### config.mk
export PLATFORM = sky130hd
export DESIGN_NAME = bos_ram
export DESIGN_NICKNAME = d
export VERILOG_FILES = /design/src/hw/rtl/bos_ram.sv
export SDC_FILE = /design/constraint.sdc
export NUM_CORES = 1
export LEC_CHECK = 0
export BUFFER_PORTS_ARGS = -buffer_cell sky130_fd_sc_hd__buf_2
export CORE_MARGIN = 4
export CORE_UTILIZATION = 49
export CTS_CLUSTER_DIAMETER = 80
export DETAILED_ROUTE_END_ITERATION = 12
export GPL_TIMING_DRIVEN = 0
export PLACE_DENSITY = 0.7
export REMOVE_ABC_BUFFERS = 1
export SYNTH_ARGS = -nofsm -noshare
export SYNTH_HDL_FRONTEND = slang
export SYNTH_SLANG_ARGS = --single-unit
### constraint.sdc
create_clock -name i_clk -period 6.3 [get_ports i_clk]
set_input_delay 1.26 -clock i_clk [delete_from_list [all_inputs] [get_ports i_clk]]
set_output_delay 1.26 -clock i_clk [all_outputs]
set_load 0.03 [all_outputs]
### src/hw/rtl/bos_ram.sv
// Generic single-write, single-read RAM with registered read data.
module bos_ram #(
    parameter int P_W = 8,
    parameter int P_D = 32
) (
    input  logic                                   i_clk,
    input  logic                                   i_we,
    input  logic [((P_D > 1) ? $clog2(P_D) : 1)-1:0] i_waddr,
    input  logic [P_W-1:0]                         i_wdata,
    input  logic [((P_D > 1) ? $clog2(P_D) : 1)-1:0] i_raddr,
    output logic [P_W-1:0]                         o_rdata
);

    logic [P_W-1:0] r_mem [P_D];
    logic [P_W-1:0] r_rdata;

    always_ff @(posedge i_clk) begin
        if (i_we) begin
            r_mem[i_waddr] <= i_wdata;
        end
        r_rdata <= r_mem[i_raddr];
    end

    assign o_rdata = r_rdata;

endmodule

==> flow_summary_export.csv <==
group,metric,value,unit
detailed_routing,vias,4281,
cts,clk_latency,0.52,ns
detailed_routing,drc,0,
cts,path_clk_slew,0.06,ns
pwr,leakage,3.53,nW
cts,cts-hold-fix-buffers,0,
die,die_area,22900,um2
timing,setup_violations,0,
final_layout,final_nets,473,
global_routing,antenna_found_initial,1,
critical_path,required,6.69,ns
placed_design,placedCellCount,695,
timing,period_share,0.497,
critical_path,crit_chain,"buf_4 > buf_16 > mux4_2 > mux4_2 > mux2_2",
global_routing,grt_start_max_net_pins,65,
cts,numCtsBuffers,26,
critical_path,cp_slowest_cell,"mux4_2",
final_layout,drive_gt1_frac,0.335,
critical_path,crit_buf_inv,2,
yosys,syn-cell-area,10100,um2
timing,worst_slew_pin_slew,1.01,ns
global_routing,overflow,0,
final_layout,area_delta_synth_final,12.9,%
die,die_h,151,um
yosys,synth.most_common_cell,"edfxtp_1",
timing,setup-tns-final,0,ns
yosys,synthArstFlopShare,0,
yosys,synth_cell_types,15,
pwr,cellPowerDensity,330,nW/um2
yosys,ys_warn_count,0,
critical_path,cpMostUsedCell,"mux4_2",
cts,cts_repair_resize_count,0,
cts,post-cts-setup-buffers,0,
die,initial_core_util,0.497,
timing,rsz0062_at_grt,"no",
yosys,ys_top_cells_by_area,"edfxtp_1, mux4_2, dfxtp_1",
final_layout,nFillCells,1416,
yosys,syn_avg_cell_area,24.1,um2
worst_hold_path,worstHoldPathType,"reg2reg",
yosys,seq_area_frac_synth,0.781,
critical_path,path_delay_family,"multiplexers",
global_routing,grt_pass1_wl,28.6,mm
cts,cts_buffer_depth,3,
detailed_routing,drtIter0Drc,390,
yosys,synth_edf_count,256,
die,die_w,151,um
yosys,synth-main-ff-cell,"edfxtp_1",
timing,clock_skew,0.0136,ns
final_layout,stdcell_count,743,
die,rows,52,
timing,maxSlewHeadroom,0.328,
final_layout,register_area,7850,um2
timing,fmax,0.320,GHz
job,max-cap-violations,0,
timing,final-max-slew-violation-count,0,
yosys,synth_top_cells_by_count,"edfxtp_1, mux4_2, nor2_1",
detailed_routing,vias_per_cell,5.76,
timing,period_needed,3.13,ns
cts,htreeDepth,1,
timing,hold_viol,0,
final_layout,multi_input_area,2100,um2
outcome,status,"completed",
placed_design,io_buffers,27,
pwr,peakVddDrop,0.177,mV
global_routing,grt_usage,0.171,
critical_path,crit_type,"in2reg",
critical_path,worstPathArrival,3.52,ns
cts,cts-root-buf,"clkbuf_16",
critical_path,slowest_delay,0.58,ns
yosys,synth_largest_area_cell,"edfxtp_1",
yosys,syn_inst,417,
placed_design,routabilityCongestion,0.755,
die,coreArea,20200,um2
detailed_routing,wl,18.6,mm
critical_path,end_kind,"register",
detailed_routing,dr.pass1.iters,5,
cts,clock_sinks,264,
yosys,yosysTopAreaCellShare,0.765,
placed_design,hpwl,11.2,mm
detailed_routing,ant_nets,0,
critical_path,cp_max_fo,36,
cts,cts_tree,"built",
yosys,ys_seq_elements,264,
critical_path,startpoint_type,"input port",
die,ios,28,
global_routing,grt_pass1_vias,4425,
detailed_routing,wl_per_cell,25.0,um
## cell usage in the layout (no fill, tap or decap)
master	instances
buf_4	2
dfxtp_1	8
mux4_2	80
nor2_1	33
clkbuf_16	27
nand2_1	1
or3b_2	3
nand3b_1	5
buf_2	25
clkinv_2	6
bufinv_16	5
buf_16	1
mux2_2	8
or3_1	1
clkinv_4	1
edfxtp_1	256
diode_2	1
clkinv_1	6
clkbuf_1	2
nand3_1	2
## worst register-to-register path: stages, from the launching register on
cell	delay, ns
edfxtp_1	0.38
mux4_2	0.52
mux4_2	0.52
mux2_2	0.29
## final timing paths
check | endpoint | start | slack (ns) | depth (start not counted)
max | o_rdata[3]$_DFF_P_ | i_raddr[0] | 3.17 | 5
min | o_rdata[0]$_DFF_P_ | r_mem[7][0]$_DFFE_PP_ | 0.92 | 3
max reg2reg | o_rdata[6]$_DFF_P_ | r_mem[23][6]$_DFFE_PP_ | 4.47 | 3
min reg2reg | o_rdata[0]$_DFF_P_ | r_mem[7][0]$_DFFE_PP_ | 0.92 | 3
## final cells by class
cell class / instances / area share
Sequential cell: 264 / 0.691
Multi-Input combinational cell: 133 / 0.185
Clock buffer: 29 / 0.0602
Tap cell: 270 / 0.0298
Clock inverter: 18 / 0.0186
Timing Repair Buffer: 28 / 0.0148
Antenna cell: 1 / 0.000220
## cell families after synthesis
| group | after synthesis | share of synthesized area |
|---|---|---|
| flops | 264 | 0.781 |
| mux | 88 | 0.188 |
| simple gates | 45 | 0.0207 |
| buf+inv | 20 | 0.0106 |
## power by group
group	switching (mW)	leakage (nW)	internal [mW]
logic	0.112	0.714	0.0781
clock network	0.622	0.443	0.981
registers	0.00592	2.37	1.95
## layer usage
layer,part of all wire,routed length (um),track usage
met1,0.45,8440,0.270
met2,0.47,8760,0.251
met3,0.059,1110,0.0320
met4,0.016,295,0.0390
met5,0.00038,7,0
## flip-flops by register name, summed over array words and instances, names as in the netlist
register  flops
r_mem       256
o_rdata       8
## stage by stage
step | setup slack [ns] | area (um2) | util | power (mW) | hold slack, ns
finish | 3.17 | 11300 | 0.561 | 3.75 | 0.922
floorplan | 3.72 | 9950 | - | 2.09 | 0.865
global route | 3.02 | 11300 | 0.561 | 3.88 | 0.948
CTS | 3.11 | 11300 | 0.561 | 3.78 | 0.922
detailed placement | 2.56 | 10500 | 0.517 | 2.19 | 0.904
global placement | 1.59 | 10400 | 0.515 | 2.18 | 0.917
Power figures use the tool's default switching activity.
